==> config.mk <==
export PLATFORM = sky130hd
export DESIGN_NAME = pgl_ctrl
export DESIGN_NICKNAME = d
export VERILOG_FILES = /design/src/rtl/palette_gradient_lookup_assert.svh /design/src/rtl/pgl_pkg.sv /design/src/rtl/pgl_ctrl.sv
export SDC_FILE = /design/constraint.sdc
export NUM_CORES = 1
export LEC_CHECK = 0
export ABC_AREA = 1
export BUFFER_PORTS_ARGS = -buffer_cell sky130_fd_sc_hd__buf_2
export CORE_AREA = 2 2 39 41
export DETAILED_ROUTE_END_ITERATION = 8
export DIE_AREA = 0 0 41 43
export PLACE_DENSITY = 0.75
export SYNTH_ARGS = -nofsm -noshare
export SYNTH_HDL_FRONTEND = slang
export SYNTH_SLANG_ARGS = --single-unit
==> constraint.sdc <==
create_clock -name clk -period 3.59 [get_ports clk]
set_input_delay 0.359 -clock clk [delete_from_list [all_inputs] [get_ports clk]]
set_output_delay 0.359 -clock clk [all_outputs]
set_load 0.02 [all_outputs]
==> src/rtl/palette_gradient_lookup_assert.svh <==
// Assertion macros shared by the palette gradient lookup RTL.
`ifndef PALETTE_GRADIENT_LOOKUP_ASSERT_SVH
`define PALETTE_GRADIENT_LOOKUP_ASSERT_SVH

// Same-cycle implication, sampled on clk and disabled during reset.
`define PGL_ASSERT_IMP(lbl, ante, cons) \
	lbl: assert property (@(posedge clk) disable iff (!arst_n) (ante) |-> (cons)) \
		else $error("pgl assertion failed");

// Next-cycle implication, sampled on clk and disabled during reset.
`define PGL_ASSERT_NXT(lbl, ante, cons) \
	lbl: assert property (@(posedge clk) disable iff (!arst_n) (ante) |=> (cons)) \
		else $error("pgl assertion failed");

`endif

==> src/rtl/pgl_pkg.sv <==
// Types and constants shared by the palette gradient lookup modules.
package pgl_pkg;

	localparam int IDX_W = 8;
	localparam int RGB_W = 24;
	localparam int CH_W = 8;
	localparam int NUM_CH = 3;
	localparam int WGT_W = 17;
	localparam int REM_W = WGT_W + CH_W;
	localparam int CFG_IDX_W = 3;

	localparam logic [1:0] FUNC_LOOKUP = 2'd0;
	localparam logic [1:0] FUNC_WRITE = 2'd1;
	localparam logic [1:0] FUNC_CLEAR = 2'd2;

	localparam logic [CFG_IDX_W-1:0] CFG_FIRST = 3'd0;
	localparam logic [CFG_IDX_W-1:0] CFG_LAST = 3'd1;
	localparam logic [CFG_IDX_W-1:0] CFG_BG = 3'd2;
	localparam logic [CFG_IDX_W-1:0] CFG_FG = 3'd3;
	localparam logic [CFG_IDX_W-1:0] CFG_MODE = 3'd4;

	typedef struct packed {
		logic       capture;
		logic       setup1;
		logic       setup2;
		logic       setup3;
		logic       mul;
		logic       div;
		logic       chan;
		logic [1:0] ch;
		logic [2:0] bitsel;
		logic       load_out;
	} pgl_cmd_t;

	typedef struct packed {
		logic direct;
	} pgl_status_t;

endpackage

==> src/rtl/pgl_ctrl.sv <==
// Sequencer for lookup setup, per-channel divide and result hand-off.
module pgl_ctrl (
	input  logic                 clk,
	input  logic                 arst_n,
	input  logic                 lookup_beat,
	input  logic                 out_free,
	input  pgl_pkg::pgl_status_t status,
	output pgl_pkg::pgl_cmd_t    cmd,
	output logic                 idle
);
	import pgl_pkg::*;

	typedef enum logic [2:0] {
		ST_IDLE, ST_SETUP1, ST_SETUP2, ST_SETUP3, ST_MUL, ST_DIV, ST_CHAN, ST_DONE
	} state_t;

	state_t state_q;
	logic [2:0] cnt_q;
	logic [1:0] ch_q;

	always_ff @(posedge clk or negedge arst_n) begin
		if (!arst_n) begin
			state_q <= ST_IDLE;
			cnt_q <= '0;
			ch_q <= '0;
		end else begin
			unique case (state_q)
				ST_IDLE: begin
					if (lookup_beat) state_q <= ST_SETUP1;
				end
				ST_SETUP1: state_q <= ST_SETUP2;
				ST_SETUP2: begin
					state_q <= status.direct ? ST_DONE : ST_SETUP3;
				end
				ST_SETUP3: begin
					ch_q <= '0;
					state_q <= ST_MUL;
				end
				ST_MUL: begin
					cnt_q <= 3'd7;
					state_q <= ST_DIV;
				end
				ST_DIV: begin
					if (cnt_q == '0) state_q <= ST_CHAN;
					else cnt_q <= cnt_q - 3'd1;
				end
				ST_CHAN: begin
					if (ch_q == 2'(NUM_CH - 1)) begin
						state_q <= ST_DONE;
					end else begin
						ch_q <= ch_q + 2'd1;
						state_q <= ST_MUL;
					end
				end
				ST_DONE: begin
					if (out_free) state_q <= ST_IDLE;
				end
				default: state_q <= ST_IDLE;
			endcase
		end
	end

	assign idle = state_q == ST_IDLE;

	always_comb begin
		cmd = '0;
		cmd.capture = (state_q == ST_IDLE) && lookup_beat;
		cmd.setup1 = state_q == ST_SETUP1;
		cmd.setup2 = state_q == ST_SETUP2;
		cmd.setup3 = state_q == ST_SETUP3;
		cmd.mul = state_q == ST_MUL;
		cmd.div = state_q == ST_DIV;
		cmd.chan = state_q == ST_CHAN;
		cmd.ch = ch_q;
		cmd.bitsel = cnt_q;
		cmd.load_out = (state_q == ST_DONE) && out_free;
	end

endmodule

* After elaboration in Yosys (flattened, before gate mapping) *
Index checks and enable logic that the tools add are counted.

cells by class
  divide/modulo/power cells = 0
  reductions and logical operators = 9
  bitwise logic cells = 0
  $add $sub $neg = 2
  muxes and demuxes = 10
  equal/unequal tests = 13
  multiply operators = 0
  shift operators = 0
  order comparisons = 0

operators with widths
  operator                                                                 number
  3-bit case mux with 8 select lines                                       1
  3-bit 2-to-1 mux                                                         5
  3-bit equality test, second input constant                               4
  2-bit inequality test, second input constant                             4
  3-bit by 2-bit equality test with 1-bit output, second input constant    2
  3-bit logical NOT                                                        2
  3-bit case mux with 2 select lines                                       1
  2-bit 2-to-1 mux                                                         2
  2-bit case mux with 2 select lines                                       1
  2-bit AND reduction                                                      2
  2-bit nonzero test                                                       2
  3-bit by 1-bit equality test with 1-bit output, second input constant    1
  3-bit AND reduction                                                      1
  3-bit by 1-bit subtractor with 3-bit output, second input constant       1
  2-bit by 1-bit adder with 2-bit output, second input constant            1
  2-bit equality test, second input constant                               1
  1-bit logical AND                                                        2
  2-bit by 1-bit inequality test with 1-bit output, second input constant  1

storage, ports and cells
  register bits = 8
  latch bits = 0
  output and inout bits = 14
  memories kept = 0
  input port bits = 5
  ROM bits = 0
  memory bits (writable) = 0
  word-level logic and storage cells = 37

* Logic depth before layout (Yosys ltp) *
  depth in word-level cells = 3
  mapped depth = 8
  depth with buffers taken out = 8

* Least setup slack after synthesis *
Ideal clock, no wire load.

  path type = reg2reg
  start point = register cnt_q[0]
  end point = register cnt_q[2]
  path buffers = 0
  data required time = 3.467 ns
  library setup time = 0.123 ns
  setup slack = 2.261 ns
  arrival = 1.206 ns
  stages on the path, launching flop included = 9
  clock period less this slack = 1.329 ns
  cells stage by stage = dfrtp_1 -> inv_1 -> ha_1 -> inv_1 -> nor2_1 -> nor2_2 -> nor2_4 -> nand2_1 -> nand2_1

between the ends
  word-level cells in the longest chain between the ends = 3
  elaborated cells on any way between the ends = 6
  those cells by class = add/sub: 1; eq/ne: 1; mux: 2; reduce/logical: 2

ends and longest elaborated chain
  what                                                                              line                            source
  start, declared                                                                   pgl_ctrl.sv:18                  logic [2:0] cnt_q;
  start signal, assigned                                                            pgl_ctrl.sv:45                  else cnt_q <= cnt_q - 3'd1;
  3-bit by 1-bit subtractor with 3-bit output or 3-bit logical NOT (tied branches)  pgl_ctrl.sv:45, pgl_ctrl.sv:44
  3-bit 2-to-1 mux or 2-bit inequality test (tied branches)                         n/a
  3-bit case mux with 2 select lines or 2-bit AND reduction (tied branches)         n/a

Parallel ways exist; a longest one is shown, timed or not. The select of a mux whose other input is x is not followed.
A chain may end at the register's enable or synchronous reset.

==> impl_metrics.tcl <==
set metrics [dict create \
    final_core_util_pct 50.7 \
    finalWirelength_um 1080 \
    tightest_slew_ns 0.331 \
    first_global_vias 471 \
    drc_errors 0 \
    rsz0062_at_grt "no" \
    clock_skew_ns 0.000935 \
    comb_power_share_pct 61.6 \
    num_antenna_cells 0 \
    yosysMostFrequentCell "nand2_1" \
    synth_top_area_share_pct 35.3 \
    setup_viol 0 \
    initial_core_util_pct 41.0 \
    postCtsHoldBufs 1 \
    switching_share_pct 52.2 \
    layout_setup_ws_ns 1.97 \
    p_int_uw 321 \
    fp-row-count 14 \
    ant_nets 0 \
    areaGrowthSynthToFinish_pct 23.8 \
    wl_per_cell_um 9.64 \
    grt_max_degree 9 \
    synth_top_cell_by_area "dfrtp_1" \
    worstPathMaxFanout 8 \
    min_from "status" \
    syn-num-nets 83 \
    maxSlewHeadroom_pct 77.9 \
    fin_area_sq_um 702 \
    setup_tns_ns 0 \
    layout-drive-gt1-share_pct 39.6 \
    cap_violations 0 \
    outcome "completed" \
    switchingPower_uw 350 \
    drtIter0Drc 6 \
    post-cts-setup-buffers 0 \
    grt_usage_pct 15.9 \
    synth_edf_count 0 \
    avgSynthCellArea_sq_um 7.56 \
    synth_cells 75 \
    r2r-start "cnt_q[0]$_DFFE_PN0P_" \
    cts_tree "built" \
    place_congestion 0.905 \
    crit_arrival_ns 1.26 \
    netlist_top_cells_area "dfrtp_1 35%, nand2_1 8.6%, inv_1 7.9%, ha_1 6.6%, nor2_1 5.3%" \
    yosysSeqAreaShare_pct 35.3 \
    p_leak_nw 0.415 \
    pre_cts_slack_ns 2.25 \
    critPathKind "register to output port" \
    power_frac_seq_pct 27.7 \
    core-area_sq_um 1380 \
    layout_min_cycle_time_ns 1.62 \
    fin_crit_sh_pct 45.2 \
    cts_root_buf "clkbuf_4" \
    multi_input_area_sq_um 295 \
    fillers 154 \
    fin_cells 112 \
    power_density_nw_per_um2 955 \
    dp.cells 108 \
    num-nets-final 106 \
    synth_flop_cell "dfrtp_1" \
    yosysWarnings 0 \
    viasPerCell 4.67 \
    max_freq_ghz 0.617 \
    hold_class "input pin to register" \
    p_total_uw 670 \
    portBuffers 18 \
    yosys.cell_types.count 20 \
    grt-ovfl-total 0 \
    clk_latency_ns 0.26 \
    slew_viol_final 0 \
    antenna_found_initial 0 \
    synth_commonest_cells "13 x nand2_1, 12 x inv_1, 8 x dfrtp_1, 8 x nor2_1" \
    startpoint_type "register" \
    die_w_um 41 \
    cts-htree-levels 1 \
    end_kind "output port" \
    fin_hold_ws_ns 0.426 \
    clk_pin_slew_worst_paths_ns 0.06 \
    die_area_sq_um 1760 \
    io_pins 19 \
    syn_area_sq_um 567 \
    p_clk_share_pct 10.8 \
    ys_async_sr_fraction_pct 100 \
    cts.sinks 8 \
    hold_viol 0 \
    postPlaceCellArea_sq_um 669 \
    dp_hpwl_um 865 \
    cts.path.max_buffers 2 \
    drtPass1Iterations 5 \
    cts_buffers 3 \
    peakVddDrop_uv 341 \
    post_cts_resized 0 \
    fp.dieH_um 43 \
    num_vias 523 \
    crit_start "state_q[0]$_DFFE_PN0P_" \
    required_ns 3.23 \
    seq_area_sq_um 200 \
    grt_pass1_wl_um 1860 \
    synth-seq-cells 8 \
]
-- power groups by stage --
stage                     logic [mW]  registers (mW)  clock network (mW)
after floorplan                0.312           0.198                   0
after global placement         0.409           0.184                   0
after detailed placement       0.417           0.187                   0
after CTS                      0.419           0.186              0.0751
after global routing           0.467           0.194              0.0791
final                          0.413           0.185              0.0721
-- placed cells by master, fill, tap and decap left out --
cell / netlist / layout
nor2_1: 8 / 8
o21ai_0: 2 / 2
dfrtp_1: 8 / 8
o21ai_1: 3 / 3
a21boi_1: 1 / 1
xnor2_1: 1 / 1
nor3_4: 1 / 1
inv_2: 5 / 5
dlygate4sd3_1: 0 / 1
nor2_4: 1 / 1
nand3_1: 5 / 5
nand4_1: 1 / 1
nand3_2: 1 / 1
inv_1: 12 / 12
clkbuf_4: 0 / 3
ha_1: 3 / 3
a21oi_2: 3 / 3
nand2_1: 13 / 13
buf_2: 0 / 18
nand2_2: 1 / 1
o21bai_2: 1 / 1
nor2_2: 4 / 4
-- layer usage --
layer | GRT usage [%] | part of all wire [%]
met1 | 21.2 | 45
met2 | 21.6 | 46
met3 | 3.14 | 4.7
met4 | 12.0 | 4.3
met5 | 0 | 0
-- flip-flops by register name, indices dropped and copies added, names as in the netlist --
name	cells
ch_q	2
cnt_q	3
state_q	3
-- final timing paths --
kind,endpoint,slack (ns),depth (start not counted)
min in group asynchronous,ch_q[0]$_DFFE_PN0P_,0.47,2
max reg2reg,cnt_q[2]$_DFFE_PN0P_,2.30,7
max,cmd[8],1.97,2
min,state_q[2]$_DFFE_PN0P_,0.43,5
max in group asynchronous,cnt_q[2]$_DFFE_PN0P_,2.95,2
min reg2reg,ch_q[0]$_DFFE_PN0P_,0.50,1
-- layout make-up --
class | count | area share (%)
inverters | 17 | 9.09
repair buffers | 19 | 14.3
multi-input cells | 49 | 42.1
well taps | 16 | 2.85
flip-flops and latches | 8 | 28.5
clock buffers | 3 | 3.21
-- logic make-up (layout without fill, tap and decap cells) --
kind of cell | Yosys count | in the layout | synth area share (%)
AO/OA/AOI/OAI | 10 | 10 | 12.4
XOR/XNOR | 1 | 1 | 1.55
adder cells (fa/ha/maj) | 3 | 3 | 6.62
buffers and inverters | 18 | 39 | 12.6
flip-flops | 8 | 8 | 35.3
AND/OR/NAND/NOR | 35 | 35 | 31.6
-- critical path: stages, from the launching register on --
cell	delay, ns
dfrtp_1	0.49
nor3_4	0.30
buf_2	0.21
No activity file was read; power rests on OpenSTA's default activity.
