<file path="config.mk">
export PLATFORM = sky130hd
export DESIGN_NAME = pgl_datapath
export DESIGN_NICKNAME = d
export VERILOG_FILES = /design/src/rtl/palette_gradient_lookup_assert.svh /design/src/rtl/pgl_pkg.sv /design/src/rtl/pgl_datapath.sv
export SDC_FILE = /design/constraint.sdc
export NUM_CORES = 1
export LEC_CHECK = 0
export BUFFER_PORTS_ARGS = -buffer_cell sky130_fd_sc_hd__buf_4
export CORE_ASPECT_RATIO = 0.9
export CORE_MARGIN = 8
export CORE_UTILIZATION = 59
export CTS_CLUSTER_DIAMETER = 200
export CTS_CLUSTER_SIZE = 28
export DETAILED_ROUTE_END_ITERATION = 8
export PLACE_DENSITY = 0.84
export SYNTH_ARGS = -nofsm -noshare
export SYNTH_HDL_FRONTEND = slang
export SYNTH_SLANG_ARGS = --single-unit
export TNS_END_PERCENT = 20
</file>
<file path="constraint.sdc">
create_clock -name clk -period 9.7 [get_ports clk]
set_input_delay 0.97 -clock clk [delete_from_list [all_inputs] [get_ports clk]]
set_output_delay 0.97 -clock clk [all_outputs]
set_load 0.03 [all_outputs]
</file>
<file path="src/rtl/palette_gradient_lookup_assert.svh">
// Assertion macros shared by the palette gradient lookup RTL.
`ifndef PALETTE_GRADIENT_LOOKUP_ASSERT_SVH
`define PALETTE_GRADIENT_LOOKUP_ASSERT_SVH

// Same-cycle implication, sampled on clk and disabled during reset.
`define PGL_ASSERT_IMP(lbl, ante, cons) \
	lbl: assert property (@(posedge clk) disable iff (!arst_n) (ante) |-> (cons)) \
		else $error("pgl assertion failed");

// Next-cycle implication, sampled on clk and disabled during reset.
`define PGL_ASSERT_NXT(lbl, ante, cons) \
	lbl: assert property (@(posedge clk) disable iff (!arst_n) (ante) |=> (cons)) \
		else $error("pgl assertion failed");

`endif

</file>
<file path="src/rtl/pgl_pkg.sv">
// Types and constants shared by the palette gradient lookup modules.
package pgl_pkg;

	localparam int IDX_W = 8;
	localparam int RGB_W = 24;
	localparam int CH_W = 8;
	localparam int NUM_CH = 3;
	localparam int WGT_W = 17;
	localparam int REM_W = WGT_W + CH_W;
	localparam int CFG_IDX_W = 3;

	localparam logic [1:0] FUNC_LOOKUP = 2'd0;
	localparam logic [1:0] FUNC_WRITE = 2'd1;
	localparam logic [1:0] FUNC_CLEAR = 2'd2;

	localparam logic [CFG_IDX_W-1:0] CFG_FIRST = 3'd0;
	localparam logic [CFG_IDX_W-1:0] CFG_LAST = 3'd1;
	localparam logic [CFG_IDX_W-1:0] CFG_BG = 3'd2;
	localparam logic [CFG_IDX_W-1:0] CFG_FG = 3'd3;
	localparam logic [CFG_IDX_W-1:0] CFG_MODE = 3'd4;

	typedef struct packed {
		logic       capture;
		logic       setup1;
		logic       setup2;
		logic       setup3;
		logic       mul;
		logic       div;
		logic       chan;
		logic [1:0] ch;
		logic [2:0] bitsel;
		logic       load_out;
	} pgl_cmd_t;

	typedef struct packed {
		logic direct;
	} pgl_status_t;

endpackage

</file>
<file path="src/rtl/pgl_datapath.sv">
// Ramp datapath: span setup, weight products and a shared restoring divider.
module pgl_datapath #(
	parameter int ENTRIES = 256
) (
	input  logic                      clk,
	input  pgl_pkg::pgl_cmd_t         cmd,
	input  logic [pgl_pkg::IDX_W-1:0] entry_index,
	input  logic [pgl_pkg::IDX_W-1:0] first_index,
	input  logic [pgl_pkg::IDX_W-1:0] last_index,
	input  logic [pgl_pkg::RGB_W-1:0] background_rgb,
	input  logic [pgl_pkg::RGB_W-1:0] foreground_rgb,
	input  logic                      nonlinear_mode,
	input  logic [pgl_pkg::RGB_W-1:0] ov_rgb,
	input  logic                      ov_valid,
	output pgl_pkg::pgl_status_t      status,
	output logic [pgl_pkg::RGB_W-1:0] result_q,
	output logic                      found_q
);
	import pgl_pkg::*;

	logic [IDX_W-1:0] idx_q, k_q, span_q, nd_q;
	logic [IDX_W-2:0] c_q;
	logic direct_q;
	logic [15:0] m1_q;
	logic [WGT_W-1:0] m2_q, w_q, den_q;
	logic [REM_W-1:0] rem_q;
	logic [CH_W-1:0] q_q, b_q;
	logic neg_q;

	logic in_tab, in_span;
	logic [IDX_W-1:0] span_w, k_w, nd_w, mul_sel, f_w, b_w;
	logic [IDX_W-2:0] c_w;
	logic [15:0] c_prod;
	logic [REM_W-1:0] trial;
	logic [CH_W-1:0] chan_v;

	assign in_tab = {1'b0, idx_q} < (IDX_W+1)'(ENTRIES);
	assign in_span = (last_index >= first_index) && (idx_q >= first_index)
		&& (idx_q <= last_index);
	assign span_w = last_index - first_index;
	assign k_w = idx_q - first_index;
	// floor(span / 3) by reciprocal multiplication, exact for 8-bit spans.
	assign c_prod = 16'(span_w) * 16'd171;
	assign c_w = c_prod[15:9];
	assign nd_w = span_q - IDX_W'(c_q);
	assign mul_sel = (k_q <= IDX_W'(c_q)) ? IDX_W'(k_q * 3) : IDX_W'(c_q * 3);
	assign b_w = background_rgb[CH_W*cmd.ch +: CH_W];
	assign f_w = foreground_rgb[CH_W*cmd.ch +: CH_W];
	assign trial = REM_W'(den_q) << cmd.bitsel;
	assign chan_v = neg_q ? (b_q - q_q - CH_W'(rem_q != '0)) : (b_q + q_q);
	assign status.direct = direct_q;

	always_ff @(posedge clk) begin
		if (cmd.capture) begin
			idx_q <= entry_index;
		end
		if (cmd.setup1) begin
			k_q <= k_w;
			span_q <= span_w;
			c_q <= c_w;
			direct_q <= 1'b1;
			result_q <= '0;
			found_q <= 1'b0;
			if (in_tab && ov_valid) begin
				result_q <= ov_rgb;
				found_q <= 1'b1;
			end else if (in_tab && in_span) begin
				found_q <= 1'b1;
				if (span_w == '0) begin
					result_q <= background_rgb;
				end else if (k_w == span_w) begin
					result_q <= foreground_rgb;
				end else begin
					direct_q <= 1'b0;
				end
			end
		end
		if (cmd.setup2) begin
			nd_q <= nd_w;
			m1_q <= 16'(nd_w) * 16'(mul_sel);
			if (k_q <= IDX_W'(c_q)) begin
				m2_q <= '0;
			end else begin
				m2_q <= WGT_W'(k_q - IDX_W'(c_q))
					* WGT_W'(10'(span_q) * 10'd2 - 10'(c_q) * 10'd3);
			end
		end
		if (cmd.setup3) begin
			if (nonlinear_mode) begin
				w_q <= WGT_W'(m1_q) + m2_q;
				den_q <= WGT_W'(span_q) * WGT_W'(nd_q) * WGT_W'(2);
			end else begin
				w_q <= WGT_W'(k_q);
				den_q <= WGT_W'(span_q);
			end
		end
		if (cmd.mul) begin
			neg_q <= f_w < b_w;
			b_q <= b_w;
			q_q <= '0;
			rem_q <= REM_W'(w_q) * REM_W'((f_w < b_w) ? (b_w - f_w) : (f_w - b_w));
		end
		if (cmd.div && rem_q >= trial) begin
			rem_q <= rem_q - trial;
			q_q[cmd.bitsel] <= 1'b1;
		end
		if (cmd.chan) begin
			result_q[CH_W*cmd.ch +: CH_W] <= chan_v;
		end
	end

endmodule

</file>
# Word level (Yosys, flattened, before mapping)
# Index checks and enable logic that the tools add are counted.
dict set report word_totals {
  register_bits 174
  latch_bits 0
  input_bits 112
  memories 0
  romBits 0
  ram_bits 0
  wordCells 84
}
dict set report classes {
  n_div 0
  add_sub_neg 13
  n_mul 8
  shifts 5
  order_cmp 8
  n_eq_ne 1
  n_reduce_logical 8
  n_bitwise 2
  mux 20
}
# operator n
set op_table {}
lappend op_table {{24-bit two-way mux} 6}
lappend op_table {{25-bit two-way mux} 3}
lappend op_table {{8-bit two-way mux} 6}
lappend op_table {{24-bit by 6-bit indexed part select with 8-bit output} 2}
lappend op_table {{5-bit negator with 34-bit output} 1}
lappend op_table {{8-bit by 34-bit variable shift with 24-bit output, first input constant} 1}
lappend op_table {{8-bit by 34-bit indexed part select with 24-bit output} 1}
lappend op_table {{8-bit by 8-bit multiplier with 16-bit output} 2}
lappend op_table {{25-bit greater-or-equal comparator} 1}
lappend op_table {{17-bit by 25-bit multiplier with 25-bit output} 1}
lappend op_table {{25-bit nonzero test} 1}
lappend op_table {{17-bit by 3-bit << shifter with 25-bit output} 1}
lappend op_table {{25-bit subtractor} 1}
lappend op_table {{24-bit bitwise mux} 1}
lappend op_table {{8-bit subtractor} 3}
lappend op_table {{8-bit by 8-bit subtractor with 9-bit output} 2}
lappend op_table {{16-bit by 17-bit adder with 17-bit output} 1}
lappend op_table {{9-bit by 10-bit multiplier with 17-bit output} 1}
lappend op_table {{8-bit greater-or-equal comparator} 2}
lappend op_table {{8-bit by 8-bit multiplier with 16-bit output, second input constant} 1}
lappend op_table {{9-bit by 9-bit subtractor with 10-bit output} 1}
lappend op_table {{7-bit by 2-bit multiplier with 9-bit output, second input constant} 1}
lappend op_table {{8-bit by 7-bit subtractor with 9-bit output} 1}
lappend op_table {{8-bit adder} 1}
lappend op_table {{other kinds (18)} 23}

# Depth between registers and ports, before layout
# Gate-level depths: netlist of run 1.
dict set report depth {
  word_depth 9
  ltp_mapped 39
  ltp_nobuf 35
}

# Least setup slack after synthesis of run 1
# Ideal clock, no wire load.
dict set report synth_timing {
  kind {input to register}
  startpoint {in cmd[5] (netlist bit)}
  endpoint {reg rem_q[24], data pin}
  path_stages 32
  n_path_buf 3
  setup_time_ns 0.260
  arrival_time_ns 9.688
  setup_slack_ns -0.248
  path_cell_list {clkbuf_1 > clkbuf_1 > mux2i_1 > nor2_1 > a21oi_1 > inv_1 > fa_1 > a211oi_1 > o21ai_0 > a21oi_1 > a21o_1 > mux2_2 > clkbuf_1 > nand2_1 > fa_1 > fa_1 > inv_1 > fa_1 > fa_1 > fa_1 > inv_1 > fa_1 > inv_1 > ha_1 > a21o_1 > a21oi_1 > o21a_1 > a41oi_1 > a41o_1 > o41ai_1 > xnor3_1 > mux2_2}
}
dict set report synth_via {
  elab_chain_len 6
  word_cells_on_any_way 9
}
# item line_no
set synth_rtl {}
lappend synth_rtl {{start: declaration} pgl_datapath.sv:6} ;# input pgl_pkg::pgl_cmd_t cmd,
lappend synth_rtl {{24-bit by 6-bit indexed part select with 8-bit output *} pgl_datapath.sv:47} ;# assign b_w = background_rgb[CH_W*cmd.ch +: CH_W];
lappend synth_rtl {{named net b_w[1]} pgl_datapath.sv:31} ;# logic [IDX_W-1:0] span_w, k_w, nd_w, mul_sel, f_w, b_w;
lappend synth_rtl {{8-bit by 8-bit subtractor with 9-bit output / 8-bit less-than comparator (equally long branches)} pgl_datapath.sv:101} ;# rem_q <= REM_W'(w_q) * REM_W'((f_w < b_w) ? (b_w - f_w) : (f_w - b_w));
lappend synth_rtl {{25-bit two-way mux *} pgl_datapath.sv:101}
lappend synth_rtl {{17-bit by 25-bit multiplier with 25-bit output *} pgl_datapath.sv:101}
lappend synth_rtl {{25-bit two-way mux *} pgl_datapath.sv:97} ;# if (cmd.mul) begin
lappend synth_rtl {{25-bit two-way mux *} pgl_datapath.sv:103} ;# if (cmd.div && rem_q >= trial) begin
lappend synth_rtl {{end signal: assignment} pgl_datapath.sv:101}
lappend synth_rtl {{end signal: assignment} pgl_datapath.sv:104} ;# rem_q <= rem_q - trial;
lappend synth_rtl {{end: declaration} pgl_datapath.sv:26} ;# logic [REM_W-1:0] rem_q;
# Mark *: on every way through the listed nets, which the timed path passes. The rest lies on a longest branch. The select of a mux whose other input is x is not followed.
# A chain may end at the register's enable or synchronous reset.

# Worst setup path in the final report of run 1
dict set report layout_timing {
  startpoint {in cmd[5] (netlist bit)}
  endpoint {reg rem_q[24], data pin}
}
dict set report layout_via {
  elab_chain_len 6
  word_cells_on_any_way 9
}
# item line_no
set layout_rtl {}
lappend layout_rtl {{24-bit by 6-bit indexed part select with 8-bit output (on tied branches)} {pgl_datapath.sv:48, pgl_datapath.sv:47}}
lappend layout_rtl {{8-bit by 8-bit subtractor with 9-bit output / 8-bit less-than comparator (equally long branches)} pgl_datapath.sv:101}
lappend layout_rtl {{25-bit two-way mux *} pgl_datapath.sv:101}
lappend layout_rtl {{17-bit by 25-bit multiplier with 25-bit output *} pgl_datapath.sv:101}
lappend layout_rtl {{25-bit two-way mux *} pgl_datapath.sv:97}
lappend layout_rtl {{25-bit two-way mux *} pgl_datapath.sv:103}
# Mark *: on every way between the ends. The rest lies on a longest branch, timed or not. The select of a mux whose other input is x is not followed.

==> results.toml, run 1 <==
[cells_and_area]
antenna_cells = 0
layout-drive-gt1-share = 0.0850
layout_common_cells = "inv_1, ha_1, fa_1, nand2_1, nor2_1"
final_common_cell = "inv_1"
multi_input_area_um2 = 21400
num-fill-cells = 3877
layout.area.seq_um2 = 4900
syn_to_final_growth_pct = 8.21
final_nets = 4081

[floorplanning]
die_area_um2 = 56300
start_util = 0.593
io_pins = 138
core-area_um2 = 48700
die_h_um = 226
die_w_um = 249
num_rows = 77

[drt]
ant_nets = 0
avgRoutedWirePerCell_um = 18.1
drtIter0Drc = 1719
via_per_inst = 5.80
route.detailed.drc = 0
drt-total-wl_um = 70700
vias = 22700
drt_pass1_iterations = 6

[sta]
rsz0062_at_grt = "no"
layout_min_cycle_time_ns = 9.26
setup_violations = 0
tightestPinTransition_ns = 1.22
min_period_over_period = 0.954
clock.fmax_mhz = 108
slew_viol_final = 0
hold_violations = 0
hold_slack_ns = 0.517
fin_tns_setup_ns = 0
max-slew-margin-rel = 0.182
final.setup_skew_ns = 0.0163

[logic_synthesis]
netlist_area_um2 = 28900
synth_area_leader_cell = "fa_1"
async_reset_ff_frac = 0
netlist.area_leader.share = 0.237
yosysWarningCount = 0
ys_seq_elements = 174
synth_nets = 3966
syn_inst = 3156
ys_seq_area_frac = 0.170
synth_area_leaders = "fa_1, ha_1, edfxtp_1"
avgSynthCellArea_um2 = 9.16
synth_cell_type_count = 86
synth_ff_type = "edfxtp_1"
synth-edff-count = 142

[flow_run]
cap_violations = 0

[worst_setup_path]
worstSetupPathType = "input pin to register"
cp_data_arrival_time_ns = 9.52
endpoint_kind = "register"
rrSetupSlack_ns = 1.65
cp_slowest_stage_delay_ns = 0.73
timing.rr.start = "c_q[1]"
crit_slowest_cell = "xnor2_1"
cp_max_fo = 13
worst-endpoint-required_ns = 9.96
worstRegToRegCells = 26
crit_top_cell = "fa_1"
start_kind = "input pin"
r2r-end = "m2_q[16]"

[clocking]
cts.clk_slew.worst_paths_ns = 0.08
cts_tree = "yes"
insertion_delay_ns = 0.50
clock_sinks = 174
post_cts_buffers = 0
cts_resized = 0
cts_buffers = 17
cts_buffer_depth = 2
htree_levels = 4
postCtsHoldBufs = 0
root_buffer = "clkbuf_16"

[placement]
dpl.hpwl_um = 58000
portBuffers = 136
gp_congestion = 0.964

[hold_path]
hp-class = "register to register"
worstHoldPathCells = 2
hold_start = "q_q[7]"
whs_endpoint = "q_q[7]"

[grt]
globalRouteTotalUtil = 0.254
grt_max_degree = 74
grt_first_pass_wirelength_um = 116000
antenna_found_initial = 0
gr-total-overflow = 0
grt_pass1_vias = 23100

[run_status]
outcome = "completed"
==> metrics by stage <==
step	cells	cell area, µm²	setup WS [ns]	utilization
4_1_cts	3916	31300	0.535	0.641
2_1_floorplan	3156	28900	0.0416	-
3_5_place_dp	3884	30700	-0.0159	0.630
6_report	3916	31300	0.442	0.641
5_1_grt	3916	31300	0.0920	0.641
3_3_place_gp	3884	30700	0.148	0.630
==> worst max-delay path: cells and delay by family <==
| kind | cells | cell delay, ns |
|---|---|---|
| compound gates | 10 | 1.94 |
| xor+xnor | 2 | 1.19 |
| fa+ha+maj | 8 | 3.71 |
| buf+inv | 4 | 0.42 |
| mux | 2 | 0.55 |
| simple gates | 5 | 0.72 |
==> routing by layer <==
layer	global-route usage	wire length, µm	up-vias
met2	0.413	32500	869
met3	0.0573	5580	139
li1	-	-	10700
met5	0	0	-
met4	0.0827	1930	0
met1	0.336	30700	11000
==> how the worst max path moves through the flow <==
stage	from	to	slack, ns	cells after the start
2_1_floorplan	cmd[5]	rem_q[24]	0.04	32
3_3_place_gp	cmd[5]	rem_q[24]	0.15	33
3_5_place_dp	cmd[5]	rem_q[24]	-0.02	33
4_1_cts	cmd[5]	rem_q[24]	0.54	33
5_1_grt	cmd[5]	rem_q[24]	0.09	37
6_report	cmd[5]	rem_q[24]	0.44	31
==> cell usage after synthesis, drive strengths merged (12+ instances only) <==
master	number
a211oi	21
a21boi	23
a21o	41
a21oi	138
a221oi	18
a31oi	23
and2	116
and3	16
buf	25
clkbuf	56
dfxtp	32
edfxtp	142
fa	342
ha	356
inv	577
mux2	20
mux2i	59
nand2	279
nand2b	37
nand3	27
nand4	23
nor2	199
nor2b	45
nor3	43
nor4b	17
o211ai	16
o21a	22
o21ai	94
o21bai	14
o31ai	26
or2	12
or3	13
xnor2	116
xor2	46
==> area by class of cell <==
cell class	instances	area share
Tap cell	632	0.0253
Clock inverter	15	0.00460
Timing Repair Buffer	180	0.0444
Inverter	578	0.0695
Multi-Input combinational cell	2320	0.686
Clock buffer	17	0.0136
Sequential cell	174	0.157
==> flip-flops by register name, summed over array words and instances, names as in the netlist <==
| register | count |
|---|---|
| m2_q | 17 |
| w_q | 17 |
| k_q | 8 |
| b_q | 8 |
| neg_q | 1 |
| status | 1 |
| rem_q | 25 |
| nd_q | 8 |
| c_q | 7 |
| den_q | 17 |
| result_q | 24 |
| idx_q | 8 |
| span_q | 8 |
| q_q | 8 |
| found_q | 1 |
| m1_q | 16 |
==> cells by family after synthesis <==
family	share of synthesized area
buf+inv	0.0897
flops	0.170
fa+ha+maj	0.391
simple gates	0.144
compound gates	0.120
xor+xnor	0.0509
mux	0.0345
Power of run 1 is left out: the tool's default activity adds up to more than one toggle a clock period on the data nets, which glitch-free logic cannot reach.
==> run 2: changes to the inputs <==
- PLACE_DENSITY: 0.84 -> 0.83
==> results.toml, run 2 (synthesized netlist as in run 1, its figures left out) <==
[placement]
post-place-ws_ns = -0.275
place_area_um2 = 30700
portBuffers = 136
gp_congestion = 0.949
dpl.hpwl_um = 57500

[cells_and_area]
final_nets = 4084
final_common_cell = "inv_1"
largest_register_ffs = 25
multi_input_area_um2 = 21500
layout_common_cells = "inv_1, ha_1, fa_1, nand2_1, nor2_1"
reg_top3 = "rem_q (25), result_q (24)"
layout-drive-gt1-share = 0.0858
largest-register = "rem_q"
fin_area_um2 = 31300
layout.area.seq_um2 = 4900
antenna_cells = 0
num-fill-cells = 3896
syn_to_final_growth_pct = 8.20

[drt]
route.detailed.drc = 0
drt-total-wl_um = 69900
vias = 22700
ant_nets = 0
via_per_inst = 5.80
drt_pass1_iterations = 6
drtIter0Drc = 1996
avgRoutedWirePerCell_um = 17.8

[hold_path]
worstHoldPathCells = 2
hold_start = "q_q[4]"
whs_endpoint = "q_q[4]"
hp-class = "register to register"

[floorplanning]
io_pins = 138
die_h_um = 226
die_area_um2 = 56300
start_util = 0.593
core-area_um2 = 48700
num_rows = 77
die_w_um = 249

[sta]
fin_tns_setup_ns = 0
max-slew-margin-rel = 0.245
fin_ws_ns = 0.417
setup_violations = 0
clock.fmax_mhz = 108
final.setup_skew_ns = 0.0173
hold_violations = 0
min_period_over_period = 0.957
slew_viol_final = 0
rsz0062_at_grt = "no"
tightestPinTransition_ns = 1.13
layout_min_cycle_time_ns = 9.28

[grt]
antenna_found_initial = 1
globalRouteTotalUtil = 0.249
gr-total-overflow = 0
grt_pass1_vias = 22800
grt_first_pass_wirelength_um = 115000
grt_max_degree = 74

[clocking]
root_buffer = "clkbuf_16"
cts_buffer_depth = 2
cts.clk_slew.worst_paths_ns = 0.07
insertion_delay_ns = 0.47
clock_sinks = 174
htree_levels = 4
cts_buffers = 17
cts_tree = "yes"
postCtsHoldBufs = 0

[worst_setup_path]
worst-endpoint-required_ns = 9.92
worstRegToRegCells = 26
crit_slowest_cell = "o311ai_0"
cp_data_arrival_time_ns = 9.51
r2r-end = "m2_q[16]"
rrSetupSlack_ns = 1.33
worstSetupPathType = "input pin to register"
endpoint_kind = "register"
crit_top_cell = "fa_1"
cp_slowest_stage_delay_ns = 0.63
start_kind = "input pin"
timing.rr.start = "c_q[1]"
cp_max_fo = 14

[run_status]
outcome = "completed"

[flow_run]
cap_violations = 0
run 2: cell types whose count changed in the layout (fill, tap and decap cells not counted), moves of 2 or more:
cell        delta
clkinvlp_4     +4
buf_4          +5
clkbuf_1       +3
xnor2_2        +2
buf_12         -2
clkinv_2       +2
xnor2_1        -2
inv_8          -5
clkinv_4       -2
run 2: worst max-delay path: cells and delay by family:
kind	cells	cell delay [ns]
compound gates	12	2.97
mux	2	0.55
simple gates	2	0.34
fa+ha+maj	8	3.57
xor+xnor	1	0.46
buf+inv	7	0.62
run 2: worst max-delay path by stage:
stage                       from         to  slack [ns]  depth (start not counted)
after floorplan           cmd[5]  rem_q[24]        0.04                         32
after global placement    cmd[5]  rem_q[24]       -0.12                         30
after detailed placement  cmd[5]  rem_q[24]       -0.27                         30
after CTS                 cmd[5]  rem_q[24]        0.25                         30
after global routing      cmd[5]  rem_q[24]        0.05                         33
final                     cmd[5]  rem_q[24]        0.42                         32
run 2: per-layer routing:
metal / up-vias / track usage / share of wire
li1: 10700 / - / -
met1: 10900 / 0.331 / 0.42
met2: 990 / 0.405 / 0.46
met3: 141 / 0.0538 / 0.093
met4: 0 / 0.0768 / 0.027
met5: - / 0 / 0
run 2: final cells by class:
class,count,area share
Sequential cell,174,0.157
Timing Repair Buffer,183,0.0443
Inverter,578,0.0695
Clock buffer,21,0.0144
Clock inverter,11,0.00268
Tap cell,632,0.0253
Multi-Input combinational cell,2320,0.687
run 2: through the flow:
step                cells  utilization  hold WS (ns)
global placement     3886        0.630         0.475
global route         3919        0.641         0.522
finish               3919        0.641         0.495
CTS                  3918        0.640         0.490
detailed placement   3886        0.630         0.480
floorplan            3156            -         0.444
run 2: repair_timing:
| action | 4_1_cts | 5_1_grt |
|---|---|---|
| gates resized for setup | 0 | 5 |
| setup buffers | 0 | 1 |
| endpoints found under the setup margin | 0 | 2 |
Power of run 2 is left out for the same reason.
